<file path="src/rtl/trg_pkg.sv">
// Shared types, codes and micro-programs of the trapezoidal ramp generator.
// Used by the controller, the datapath and the top level. No dependencies.
package trg_pkg;

  // Datapath operations issued by the controller, one per cycle
  typedef enum logic [4:0] {
    OP_NONE,
    OP_LOAD,
    OP_MUL_SU,
    OP_MUL_NUM,
    OP_GO_DIST,
    OP_WR_DIST,
    OP_GO_AT,
    OP_WR_AT,
    OP_GO_DT,
    OP_WR_DT,
    OP_MUL_VV,
    OP_GO_UL,
    OP_WR_UL,
    OP_GO_DL,
    OP_WR_DL,
    OP_REM1,
    OP_REM2,
    OP_GO_CR,
    OP_WR_CR,
    OP_SQ,
    OP_PLO,
    OP_PHI,
    OP_VI_HSQ,
    OP_OFF,
    OP_POS,
    OP_ADV
  } op_e;

  typedef struct packed {
    op_e op;
  } ctrl_cmd_t;

  typedef struct packed {
    logic move_active;
    logic div_done;
  } dp_status_t;

  // Configuration register indexes
  localparam logic [2:0] CFG_SPR  = 3'd0;
  localparam logic [2:0] CFG_USPS = 3'd1;
  localparam logic [2:0] CFG_DPR  = 3'd2;
  localparam logic [2:0] CFG_VMAX = 3'd3;
  localparam logic [2:0] CFG_AUP  = 3'd4;
  localparam logic [2:0] CFG_ADN  = 3'd5;

  // Segment codes (zero means no move running)
  localparam logic [1:0] SEG_IDLE   = 2'd0;
  localparam logic [1:0] SEG_ACCEL  = 2'd1;
  localparam logic [1:0] SEG_CRUISE = 2'd2;
  localparam logic [1:0] SEG_DECEL  = 2'd3;

  // Product terms saturate here before they are combined
  localparam logic [63:0] TERM_CAP = 64'h4000_0000_0000_0000;
  localparam logic [21:0] ELAPSED_MAX = 22'h3F_FFFF;

  localparam logic [4:0] SETUP_LAST = 5'd16;
  localparam logic [4:0] TICK_LAST  = 5'd5;

  // Start sequence
  function automatic op_e setup_op(input logic [4:0] step);
    op_e op;
    case (step)
      5'd0:    op = OP_MUL_SU;
      5'd1:    op = OP_MUL_NUM;
      5'd2:    op = OP_GO_DIST;
      5'd3:    op = OP_WR_DIST;
      5'd4:    op = OP_GO_AT;
      5'd5:    op = OP_WR_AT;
      5'd6:    op = OP_GO_DT;
      5'd7:    op = OP_WR_DT;
      5'd8:    op = OP_MUL_VV;
      5'd9:    op = OP_GO_UL;
      5'd10:   op = OP_WR_UL;
      5'd11:   op = OP_GO_DL;
      5'd12:   op = OP_WR_DL;
      5'd13:   op = OP_REM1;
      5'd14:   op = OP_REM2;
      5'd15:   op = OP_GO_CR;
      5'd16:   op = OP_WR_CR;
      default: op = OP_NONE;
    endcase
    return op;
  endfunction

  // Per-tick sample sequence
  function automatic op_e tick_op(input logic [4:0] step);
    op_e op;
    case (step)
      5'd0:    op = OP_SQ;
      5'd1:    op = OP_PLO;
      5'd2:    op = OP_PHI;
      5'd3:    op = OP_VI_HSQ;
      5'd4:    op = OP_OFF;
      5'd5:    op = OP_POS;
      default: op = OP_NONE;
    endcase
    return op;
  endfunction

  function automatic logic is_div_go(input op_e op);
    return (op == OP_GO_DIST) || (op == OP_GO_AT) || (op == OP_GO_DT) ||
           (op == OP_GO_UL) || (op == OP_GO_DL) || (op == OP_GO_CR);
  endfunction

endpackage

</file>
<file path="src/rtl/trg_ctrl.sv">
// Controller: sequences the start set-up and the per-tick sample through
// the datapath, and owns both handshakes. Depends on trg_pkg.
module trg_ctrl (
  input  logic                clk_i,
  input  logic                rst_ni,
  input  logic                in_valid_i,
  output logic                in_ready_o,
  input  logic                cmd_i,
  output logic                out_valid_o,
  input  logic                out_ready_i,
  input  trg_pkg::dp_status_t status_i,
  output trg_pkg::ctrl_cmd_t  cmd_o
);
  import trg_pkg::*;

  typedef enum logic [4:0] {
    S_IDLE     = 5'b00001,
    S_SETUP    = 5'b00010,
    S_DIV_WAIT = 5'b00100,
    S_TICK     = 5'b01000,
    S_EMIT     = 5'b10000
  } state_e;

  state_e     state_q, state_d;
  logic [4:0] step_q, step_d;
  logic       out_valid_q, out_valid_d;
  logic       in_acc;
  op_e        op;

  assign in_ready_o = (state_q == S_IDLE);
  assign in_acc     = in_valid_i && in_ready_o;

  // Next state and issued operation
  always_comb begin
    state_d     = state_q;
    step_d      = step_q;
    op          = OP_NONE;
    out_valid_d = out_valid_q && !out_ready_i;
    case (state_q)
      S_IDLE: begin
        if (in_acc) begin
          step_d = '0;
          if (cmd_i) begin
            op      = OP_LOAD;
            state_d = S_SETUP;
          end else if (status_i.move_active) begin
            state_d = S_TICK;
          end
        end
      end
      S_SETUP: begin
        op     = setup_op(step_q);
        step_d = step_q + 5'd1;
        if (is_div_go(op)) state_d = S_DIV_WAIT;
        else if (step_q == SETUP_LAST) state_d = S_IDLE;
      end
      S_DIV_WAIT: begin
        if (status_i.div_done) begin
          op     = setup_op(step_q);
          step_d = step_q + 5'd1;
          state_d = (step_q == SETUP_LAST) ? S_IDLE : S_SETUP;
        end
      end
      S_TICK: begin
        op     = tick_op(step_q);
        step_d = step_q + 5'd1;
        if (step_q == TICK_LAST) state_d = S_EMIT;
      end
      S_EMIT: begin
        // output register free or being emptied
        if (!out_valid_q || out_ready_i) begin
          op          = OP_ADV;
          out_valid_d = 1'b1;
          state_d     = S_IDLE;
        end
      end
      default: state_d = S_IDLE;
    endcase
  end

  always_ff @(posedge clk_i or negedge rst_ni) begin
    if (!rst_ni) begin
      state_q     <= S_IDLE;
      step_q      <= '0;
      out_valid_q <= 1'b0;
    end else begin
      state_q     <= state_d;
      step_q      <= step_d;
      out_valid_q <= out_valid_d;
    end
  end

  assign out_valid_o = out_valid_q;
  assign cmd_o.op    = op;

endmodule

</file>
<file path="config.mk">
export PLATFORM = sky130hd
export DESIGN_NAME = trg_ctrl
export DESIGN_NICKNAME = d
export VERILOG_FILES = /design/src/rtl/trg_pkg.sv /design/src/rtl/trg_ctrl.sv
export SDC_FILE = /design/constraint.sdc
export NUM_CORES = 1
export LEC_CHECK = 0
export ABC_CLOCK_PERIOD_IN_PS = 2850
export BUFFER_PORTS_ARGS = -buffer_cell sky130_fd_sc_hd__buf_2
export CORE_ASPECT_RATIO = 0.7
export CORE_MARGIN = 5
export CORE_UTILIZATION = 52
export DETAILED_ROUTE_END_ITERATION = 7
export GPL_TIMING_DRIVEN = 0
export HOLD_SLACK_MARGIN = 0.08
export PLACE_DENSITY = 0.7
export SLEW_MARGIN = 20
export SYNTH_ARGS = -nofsm -noshare
export SYNTH_HDL_FRONTEND = slang
export SYNTH_SLANG_ARGS = --single-unit
</file>
<file path="constraint.sdc">
create_clock -name clk_i -period 2.85 [get_ports clk_i]
set_input_delay 0.57 -clock clk_i [delete_from_list [all_inputs] [get_ports clk_i]]
set_output_delay 0.57 -clock clk_i [all_outputs]
set_load 0.1 [all_outputs]
</file>
After elaboration in Yosys (flattened, before gate mapping)
Memory sizes are Yosys's and may differ from the RTL's.
Cells that the tools add are included.
{"block": "totals", "regBits": 11, "mem_bits_ro": 320, "out_inout_bits": 7, "memories": 2}
{"name": "(name not given)", "depth": 32, "width": 5, "read_ports": 1, "rd_ports_with_merged_regs": 0, "wr": 0, "line": "trg_pkg.sv:68", "text": "case (step)"}
{"name": "(name not given)", "depth": 32, "width": 5, "read_ports": 1, "rd_ports_with_merged_regs": 0, "wr": 0, "line": "trg_pkg.sv:68"}
{"block": "op_classes", "n_addsub": 1, "eq_ne": 23, "mux": 22, "n_reduce_logical": 15}
{"op": "5-bit 2-to-1 mux", "count": 13}
{"op": "5-bit one-hot mux with 5 select lines", "count": 2}
{"op": "5-bit one-hot mux with 6 select lines", "count": 1}
{"op": "5-bit by 3-bit equality test with 1-bit output, second input constant", "count": 5}
{"op": "5-bit by 4-bit equality test with 1-bit output, second input constant", "count": 4}
{"op": "5-bit by 2-bit equality test with 1-bit output, second input constant", "count": 3}
{"op": "5-bit equality test, second input constant", "count": 3}
{"op": "5-bit one-hot mux with 3 select lines", "count": 1}
{"op": "5-bit by 1-bit equality test with 1-bit output, second input constant", "count": 2}
{"op": "1-bit logical OR", "count": 6}
{"op": "2-bit != test, second input constant", "count": 3}
{"op": "6-bit AND reduction", "count": 1}
{"op": "5-bit by 1-bit adder with 5-bit output, second input constant", "count": 1}
{"op": "5-bit zero test", "count": 1}
{"op": "1-bit 2-to-1 mux", "count": 4}
{"op": "3-bit by 1-bit != test with 1-bit output, second input constant", "count": 1}
{"op": "3-bit != test, second input constant", "count": 1}
{"op": "3-bit AND reduction", "count": 1}
{"op": "3-bit nonzero test", "count": 1}
{"op": "1-bit logical AND", "count": 2}
{"op": "1-bit zero test", "count": 2}
{"op": "2-bit 2-to-1 mux", "count": 1}
{"op": "2-bit by 1-bit != test with 1-bit output, second input constant", "count": 1}
{"op": "2-bit OR reduction", "count": 1}

Depth between registers and ports, before layout
Gate-level depths: netlist of run 1.
{"block": "depth", "ltp_word": 10, "depth_mapped": 7, "mapped_depth_nobuf": 7}

Least setup slack after synthesis of run 1
No wires, ideal clock.
{"block": "synth_path", "path_kind": "reg2out", "from": "reg state_q[1]", "to": "out cmd_o[1] (netlist bit)", "arrival_ns": 3.397, "slack_ns": -1.117, "stages_incl_launch_ff": 6, "n_path_buf": 1, "cell_sequence": "dfrtp_1 buf_6 or3_1 nor2_1 o311ai_0 o21ai_0"}
{"item": "start, declared", "line": "trg_ctrl.sv:24", "text": "state_e state_q, state_d;"}
{"item": "start signal, assigned", "line": "trg_ctrl.sv:87", "text": "state_q <= state_d;"}
{"item": "end, declared", "line": "trg_ctrl.sv:12", "text": "output trg_pkg::ctrl_cmd_t cmd_o"}

==> results of run 1 <==
## cell usage after synthesis (3+ instances only)
| library cell | count | area [um^2] |
|---|---|---|
| ha_1 | 6 | 75.07 |
| inv_1 | 6 | 22.52 |
| nand4_1 | 3 | 18.77 |
| nand3_1 | 3 | 15.01 |
| nand3b_1 | 3 | 22.52 |
| a21o_1 | 3 | 22.52 |
| nor2_1 | 24 | 90.09 |
| a211o_1 | 3 | 26.28 |
| nand2_1 | 9 | 33.78 |
| nand2b_1 | 3 | 18.77 |
| o21ai_0 | 7 | 35.03 |
| dfrtp_1 | 10 | 250.2 |
| nor2b_1 | 3 | 18.77 |
| a21oi_1 | 7 | 35.03 |
## metrics by stage
stage | hold WS (ps) | instances | util | cell area, um^2
finish | 146.3 | 172 | 0.6395 | 1196
detailed placement | 455.9 | 165 | 0.6040 | 1130
global placement | 452.7 | 165 | 0.6040 | 1130
CTS | 156.8 | 169 | 0.6241 | 1167
global route | 156.5 | 172 | 0.6395 | 1196
floorplan | 274.4 | 130 | - | 1037
## path summary, 6_finish.rpt
kind / slack [ps] / cells after the start / start / end
max in group asynchronous: 2440 / 1 / rst_ni / state_q[0]
max reg2reg: 910 / 6 / state_q[0] / step_q[0]
max: 50 / 7 / state_q[1] / cmd_o[1]
min in group clk_i: 510 / 2 / out_ready_i / out_valid_o
min: 150 / 1 / rst_ni / state_q[3]
min reg2reg: 570 / 2 / out_valid_o / out_valid_o
## registers in the layout, indices dropped and copies added, names as in the netlist
register     flops
out_valid_o      1
state_q          5
step_q           5
## layout make-up
type                    count  area, um^2  area share
inverters                   7       26.28     0.02197
flip-flops and latches     11       279.0      0.2333
clock buffers               4       26.28     0.02197
repair buffers             16       95.09     0.07950
plain buffers               3       21.27     0.01778
multi-input cells         109       720.7      0.6025
well taps                  22       27.53     0.02301
## logic make-up after synthesis
group / share of synthesized area
fa+ha+maj: 0.07281
flops: 0.2682
compound gates: 0.2670
mux: 0.01092
xor+xnor: 0.008497
simple gates: 0.3265
buf+inv: 0.04610
## power by group
part	internal, mW	switching (mW)
logic	0.248	0.554
clock network	0.0543	0.0554
registers	0.200	0.0539
total	0.503	0.663
## what timing repair did
| item | in CTS | in global routing |
|---|---|---|
| pin swaps | 0 | 1 |
| endpoints found under the hold margin | 0 | 0 |
| setup endpoints to repair | 3 | 3 |
| resized for setup | 4 | 4 |
| buffers inserted | 0 | 3 |
## per-layer routing
layer | share of wire | GRT usage | up-vias | routed length, um
li1 | - | - | 524 | -
met1 | 0.45 | 0.2532 | 500 | 1262
met2 | 0.45 | 0.3088 | 56 | 1254
met3 | 0.097 | 0.04785 | 2 | 271
met4 | 0.0043 | 0.04564 | 0 | 12
met5 | 0 | 0 | - | 0
## layout by cell type (no fill, tap or decap), types with 2 or more instances in the layout
master    count
dfrtp_2       2
inv_1         6
nor2_1       23
a21o_1        3
buf_4         5
nand3b_1      3
o31a_1        2
a32oi_1       2
nand2b_1      3
dfrtp_1       8
clkbuf_4      4
nor2b_1       3
nand3_1       3
and2_1        2
a21oi_1       7
or3_1         2
a211o_1       3
ha_1          6
buf_2        11
nand4_1       3
nor3_1        2
o21ai_0       6
nand2_1       9
==> results.sh, run 1 <==
export IMPL_holdBufCountCts=0
export IMPL_clk_latency_ps=280
export IMPL_hold_viol=0
export IMPL_wl_um=2802
export IMPL_power_density_mw_per_mm2=974.7
export IMPL_min_path_type="input port to async pin"
export IMPL_core_mm2=0.001871
export IMPL_finalPower_mw=1.166
export IMPL_synthCells=130
export IMPL_cts_tree="built"
export IMPL_drtIter0Drc=94
export IMPL_area_growth_pct=16.02
export IMPL_std_cell_rows=13
export IMPL_ys_seq_elements=11
export IMPL_drc=0
export IMPL_dieArea_mm2=0.002987
export IMPL_path_cells="buf_6, or3_1, nor2_1, o311ai_2, buf_4, o21ai_2, buf_4"
export IMPL_clk_path_buf_depth=2
export IMPL_postRouteAntennaNets=0
export IMPL_setup_tns_ps=0
export IMPL_clock_skew_ps=11.07
export IMPL_startpoint_type="register"
export IMPL_vias=1082
export IMPL_pre_cts_ws_ps=-90.21
export IMPL_cts_root_buf="clkbuf_4"
export IMPL_gr_usage_all_layers=0.1877
export IMPL_fin_crit_ps=2802
export IMPL_nFillCells=156
export IMPL_first_pass_iters=5
export IMPL_setup_viol=0
export IMPL_dieHeight_um=47.26
export IMPL_cp_end_kind="primary output"
export IMPL_ys_types=48
export IMPL_yosysWarnings=0
export IMPL_period_share=0.9833
export IMPL_fmax_mhz=356.9
export IMPL_maxCapViolCount=0
export IMPL_worst_path_largest_cell_delay_ps=420
export IMPL_cts_buffers_inserted=3
export IMPL_first_global_vias=948
export IMPL_antenna_found_initial=0
export IMPL_synth_edff_count=0
export IMPL_syn_nets=143
export IMPL_crit_top_cell="buf_4"
export IMPL_dp_hpwl_um=2028
export IMPL_avgSynthCellArea_um2=7.931
export IMPL_drive_gt1_frac=0.2333
export IMPL_cts_max_level=1
export IMPL_overflow=0
export IMPL_power_leakage_nw=0.5593
export IMPL_clock_sinks=11
export IMPL_path_clk_slew_ps=80
export IMPL_worst_pin_slew_ps=517.1
export IMPL_path_delay_family="simple AND/OR/NAND/NOR gates"
export IMPL_nNetsFinal=164
export IMPL_setup_ws_ps=47.73
export IMPL_grt_pass1_wl_um=4312
export IMPL_relSlewSlack=0.6526
export IMPL_ios=14
export IMPL_cp_arrival_ps=2230
export IMPL_async_reset_ff_frac=1.000
export IMPL_status="complete, no violations"
export IMPL_wire_per_inst_um=16.29
export IMPL_syn_cell_area_mm2=0.001031
export IMPL_critPathSlowestCell="or3_1"
export IMPL_crit_buf_inv=3
export IMPL_portBuffers=13
export IMPL_synth_seq_area_share=0.2682
export IMPL_fp_dieW_um=63.22
export IMPL_synthFlopType="dfrtp_1"
export IMPL_diodes=0
export IMPL_slew_viol_final=0
export IMPL_required_ps=2280
export IMPL_place_congestion=0.9021
export IMPL_grt_start_max_net_pins=12
export IMPL_path_max_fanout=9
export IMPL_start_util=0.5512
export IMPL_via_per_inst=6.291
export IMPL_path_class="register to primary output"
export IMPL_peakVddDrop_uv=878.3
No activity file was read; power rests on OpenSTA's default activity.
==> run 2: changes to the inputs <==
--- a/config.mk
+++ b/config.mk
@@ -5,15 +5,14 @@
 export SDC_FILE = /design/constraint.sdc
 export NUM_CORES = 1
 export LEC_CHECK = 0
-export ABC_CLOCK_PERIOD_IN_PS = 2850
 export BUFFER_PORTS_ARGS = -buffer_cell sky130_fd_sc_hd__buf_2
 export CORE_ASPECT_RATIO = 0.7
 export CORE_MARGIN = 5
-export CORE_UTILIZATION = 52
+export CORE_UTILIZATION = 40
 export DETAILED_ROUTE_END_ITERATION = 7
 export GPL_TIMING_DRIVEN = 0
 export HOLD_SLACK_MARGIN = 0.08
-export PLACE_DENSITY = 0.7
+export PLACE_DENSITY = 0.56
 export SLEW_MARGIN = 20
 export SYNTH_ARGS = -nofsm -noshare
 export SYNTH_HDL_FRONTEND = slang
==> run 2 against run 1 <==
  * Sequential share of layout area is 0.49 points lower
  * Largest power group unchanged
  * Highest routed layer unchanged
  * Largest cell class unchanged
  * Setup slack better by 49 ps
  * Sequential power increased by 3%
  * Routed wire length up 1.5%
  * Total power is 2.6% higher
==> results.sh, run 2 (same netlist as run 1, synthesis figures left out) <==
export IMPL_dp_hpwl_um=2199
export IMPL_dp_cells=177
export IMPL_relSlewSlack=0.6766
export IMPL_drive_gt1_frac=0.2109
export IMPL_fin_crit_ps=2754
export IMPL_drc=0
export IMPL_core_mm2=0.002459
export IMPL_clk_latency_ps=240
export IMPL_area_growth_pct=17.96
export IMPL_maxCapViolCount=0
export IMPL_peakVddDrop_uv=390.7
export IMPL_path_clk_slew_ps=50
export IMPL_rsz0062_at_grt="yes"
export IMPL_clock_skew_ps=2.104
export IMPL_cts_buffers_inserted=3
export IMPL_fp_dieW_um=70.68
export IMPL_status="complete, no violations"
export IMPL_path_max_fanout=8
export IMPL_vias=1072
export IMPL_crit_path_start="step_q[0]"
export IMPL_startpoint_type="register"
export IMPL_power_leakage_nw=0.5549
export IMPL_cts_tree="built"
export IMPL_power_density_mw_per_mm2=983.8
export IMPL_gr_usage_all_layers=0.1634
export IMPL_dieHeight_um=52.48
export IMPL_clk_path_buf_depth=2
export IMPL_final_cell_mix="nor2_1 (23), buf_2 (11), nand2_1 (9), dfrtp_1 (9), a21oi_1 (7)"
export IMPL_place_congestion=0.8731
export IMPL_min_path_type="input port to async pin"
export IMPL_required_ps=2280
export IMPL_hold_viol=0
export IMPL_portBuffers=13
export IMPL_clock_sinks=11
export IMPL_fmax_mhz=363.2
export IMPL_ios=14
export IMPL_period_share=0.9662
export IMPL_setup_viol=0
export IMPL_drtIter0Drc=88
export IMPL_std_cell_rows=15
export IMPL_finalCoreUtilization=0.4947
export IMPL_diodes=0
export IMPL_worst_r2r_cell_count=6
export IMPL_start_util=0.4193
export IMPL_cp_end_kind="primary output"
export IMPL_fin_cells=181
export IMPL_antenna_found_initial=0
export IMPL_wire_per_inst_um=15.71
export IMPL_rr_startpoint="state_q[0]"
export IMPL_grt_start_max_net_pins=12
export IMPL_fin_hold_ws_ps=199.6
export IMPL_slew_viol_final=0
export IMPL_first_global_vias=987
export IMPL_overflow=0
export IMPL_cts_root_buf="clkbuf_8"
export IMPL_wl_um=2844
export IMPL_via_per_inst=5.923
export IMPL_ff2ff_setup_slack_ps=900
export IMPL_post_cts_buffers=0
export IMPL_dieArea_mm2=0.003709
export IMPL_r2r_end="step_q[0]"
export IMPL_nNetsFinal=161
export IMPL_final_common_cell="nor2_1"
export IMPL_first_pass_iters=4
export IMPL_cp_arrival_ps=2180
export IMPL_cts_max_level=1
export IMPL_worst_pin_slew_ps=488.5
export IMPL_grt_pass1_wl_um=4705
export IMPL_path_class="register to primary output"
export IMPL_postRouteAntennaNets=0
run 2: through the flow:
stage | total power, mW | setup TNS (ps) | instance area (um^2) | setup slack (ps)
floorplan | 0.8631 | 0 | 1037 | 66.99
global placement | 0.9972 | -53.27 | 1145 | -53.27
detailed placement | 1.007 | -182.0 | 1145 | -182.0
CTS | 1.176 | 0 | 1199 | 1.308
global route | 1.285 | -22.93 | 1216 | -22.93
finish | 1.197 | 0 | 1216 | 96.47
run 2: critical path, cell delays in order, from the launching register on:
cell and delay, ps:
dfrtp_2 460, inv_1 120, ha_1 230, nor2_1 150, nor2_1 90, o311ai_4 290
nor2_1 90, a211o_1 280, buf_4 230
run 2: worst max-delay path by stage:
stage,to,slack [ps],depth (start not counted)
final,cmd_o[0],100,8
after global placement,cmd_o[0],-50,8
after floorplan,cmd_o[0],70,5
after CTS,cmd_o[0],1,8
after detailed placement,cmd_o[0],-180,8
after global routing,cmd_o[0],-20,8
run 2: power by group:
part / internal [mW] / total [mW] / leakage [nW] / switching [mW]
clock network: 0.0983 / 0.158 / 0.0228 / 0.0596
logic: 0.233 / 0.777 / 0.387 / 0.544
registers: 0.200 / 0.262 / 0.145 / 0.0618
total: 0.531 / 1.20 / 0.555 / 0.665
run 2: timing repair:
action                                  in CTS  in global routing
endpoints found under the setup margin       3                  3
pin swaps                                    0                  0
hold buffers                                 0                  0
resized for setup                            3                  5
run 2: routing by layer:
layer  GRT usage  wire length (um)
met3     0.04215               176
met4     0.04375                17
met5           0                 0
met1      0.2267              1390
met2      0.2508              1260
run 2: cell type report:
| type | instances | area, um^2 |
|---|---|---|
| Buffer | 3 | 21.27 |
| Clock buffer | 4 | 45.04 |
| Fill cell | 246 | 1242 |
| Inverter | 7 | 26.28 |
| Multi-Input combinational cell | 109 | 730.7 |
| Sequential cell | 11 | 277.8 |
| Tap cell | 34 | 42.54 |
| Timing Repair Buffer | 13 | 72.57 |
==> run 3: changes to the inputs <==
--- a/config.mk
+++ b/config.mk
@@ -9,6 +9,7 @@
 export CORE_ASPECT_RATIO = 0.7
 export CORE_MARGIN = 5
 export CORE_UTILIZATION = 40
+export CTS_BUF_LIST = sky130_fd_sc_hd__clkbuf_8
 export DETAILED_ROUTE_END_ITERATION = 7
 export GPL_TIMING_DRIVEN = 0
 export HOLD_SLACK_MARGIN = 0.08
==> run 3 against run 2 <==
  * Critical endpoint unchanged
  * Critical path type unchanged
  * Total power fell by 0.20%
  * Final area did not move
  * Fmax barely moved
  * Combinational power barely moved
  * Core utilization did not move
==> results.sh, run 3 (same netlist as run 1, synthesis figures left out) <==
export IMPL_area_growth_pct=17.96
export IMPL_path_delay_family="compound AO/OA/AOI/OAI gates"
export IMPL_fp_dieW_um=70.68
export IMPL_worst_path_largest_cell_delay_ps=460
export IMPL_portBuffers=13
export IMPL_power_leakage_nw=0.5590
export IMPL_std_cell_rows=15
export IMPL_power_density_mw_per_mm2=981.9
export IMPL_clk_path_buf_depth=2
export IMPL_postRouteAntennaNets=0
export IMPL_fin_crit_ps=2753
export IMPL_dieArea_mm2=0.003709
export IMPL_path_class="register to primary output"
export IMPL_drtIter0Drc=81
export IMPL_path_cells="inv_1, ha_1, nor2_1, nor2_1, o311ai_4, nor2_1, a211o_1, buf_4"
export IMPL_peakVddDrop_uv=390.5
export IMPL_gr_usage_all_layers=0.1634
export IMPL_crit_buf_inv=2
export IMPL_cts_max_level=1
export IMPL_grt_pass1_wl_um=4705
export IMPL_multiInputGateArea_um2=730.7
export IMPL_seqCellArea_um2=277.8
export IMPL_core_mm2=0.002459
export IMPL_wl_um=2849
export IMPL_drive_gt1_frac=0.2109
export IMPL_post_cts_buffers=0
export IMPL_dieHeight_um=52.48
export IMPL_wire_per_inst_um=15.74
export IMPL_min_path_type="input port to async pin"
export IMPL_relSlewSlack=0.6766
export IMPL_final_cell_mix="nor2_1 (23), buf_2 (11), nand2_1 (9), dfrtp_1 (9)"
export IMPL_nNetsFinal=161
export IMPL_cp_arrival_ps=2180
export IMPL_clock_power_share=0.130
export IMPL_first_pass_iters=4
export IMPL_p_int_mw=0.5274
export IMPL_cp_end_kind="primary output"
export IMPL_fin_cells=181
export IMPL_crit_top_cell="nor2_1"
export IMPL_finalCoreUtilization=0.4947
export IMPL_rsz0062_at_grt="yes"
export IMPL_dp_hpwl_um=2199
export IMPL_setup_viol=0
export IMPL_nFillCells=246
export IMPL_overflow=0
export IMPL_clock_sinks=11
export IMPL_clock_skew_ps=3.846
export IMPL_grt_start_max_net_pins=12
export IMPL_drc=0
export IMPL_cts_tree="built"
export IMPL_path_clk_slew_ps=50
export IMPL_ios=14
export IMPL_startpoint_type="register"
export IMPL_seq_power_share=0.219
export IMPL_cts_buffers_inserted=3
export IMPL_fmax_mhz=363.2
export IMPL_antenna_found_initial=0
export IMPL_dp_cells=177
export IMPL_place_congestion=0.8731
export IMPL_start_util=0.4193
export IMPL_via_per_inst=5.928
export IMPL_clk_latency_ps=240
export IMPL_hold_viol=0
export IMPL_cts_root_buf="clkbuf_8"
export IMPL_maxCapViolCount=0
export IMPL_diodes=0
export IMPL_required_ps=2280
export IMPL_switching_share=0.5583
export IMPL_vias=1073
export IMPL_slew_viol_final=0
export IMPL_p_comb_frac=0.650
export IMPL_first_global_vias=987
export IMPL_final_common_cell="nor2_1"
export IMPL_holdBufCountCts=0
export IMPL_status="complete, no violations"
export IMPL_critPathSlowestCell="dfrtp_2"
export IMPL_worst_pin_slew_ps=488.5
export IMPL_p_sw_mw=0.6668
export IMPL_path_max_fanout=8
export IMPL_period_share=0.9660
[run 3: cell count changes in the layout (fill, tap and decap cells not counted), sizes merged]
cell and change:
inv +1, clkbuf -1
[run 3: final cells by class]
cell class                      instances  share of cell area
Clock inverter                          1            0.003086
Timing Repair Buffer                   13             0.05967
Tap cell                               34             0.03498
Inverter                                7             0.02160
Multi-Input combinational cell        109              0.6008
Buffer                                  3             0.01749
Clock buffer                            3             0.03395
Sequential cell                        11              0.2284
[run 3: power groups by stage]
| stage | Clock (mW) | Combinational [mW] | Sequential (mW) |
|---|---|---|---|
| floorplan | 0 | 0.607 | 0.256 |
| global placement | 0 | 0.737 | 0.261 |
| detailed placement | 0 | 0.747 | 0.261 |
| CTS | 0.158 | 0.754 | 0.260 |
| global route | 0.172 | 0.841 | 0.269 |
| finish | 0.156 | 0.777 | 0.262 |
[run 3: final timing paths]
check	end	start	slack, ps	depth (start not counted)
worst min-delay path	state_q[3]	rst_ni	200	1
worst max register to register	step_q[0]	state_q[0]	900	6
worst max-delay path	cmd_o[0]	step_q[0]	100	8
min in group clk_i	out_valid_o	out_ready_i	520	2
max in group asynchronous	state_q[0]	rst_ni	2390	1
worst min register to register	out_valid_o	out_valid_o	560	2
[run 3: per-layer routing]
metal / GRT usage / wire length (um) / vias up
met5: 0 / 0 / -
met4: 0.04375 / 17 / 0
met3: 0.04215 / 187 / 2
met2: 0.2508 / 1273 / 39
met1: 0.2267 / 1370 / 513
li1: - / - / 519
[run 3: repair_timing]
item | in CTS | in global routing
gates cloned | 0 | 0
gates resized for setup | 3 | 5
setup endpoints to repair | 3 | 3
[run 3: stage by stage]
step                power [mW]  setup TNS [ps]  hold WS (ps)  worst slack, ps  area, um^2
floorplan               0.8631               0         274.4            66.99        1037
CTS                      1.173               0         204.0            1.308        1199
global placement        0.9972          -53.27         457.3           -53.27        1145
global route             1.282          -22.93         214.4           -22.93        1216
finish                   1.194               0         197.6            96.92        1216
detailed placement       1.007          -182.0         460.3           -182.0        1145
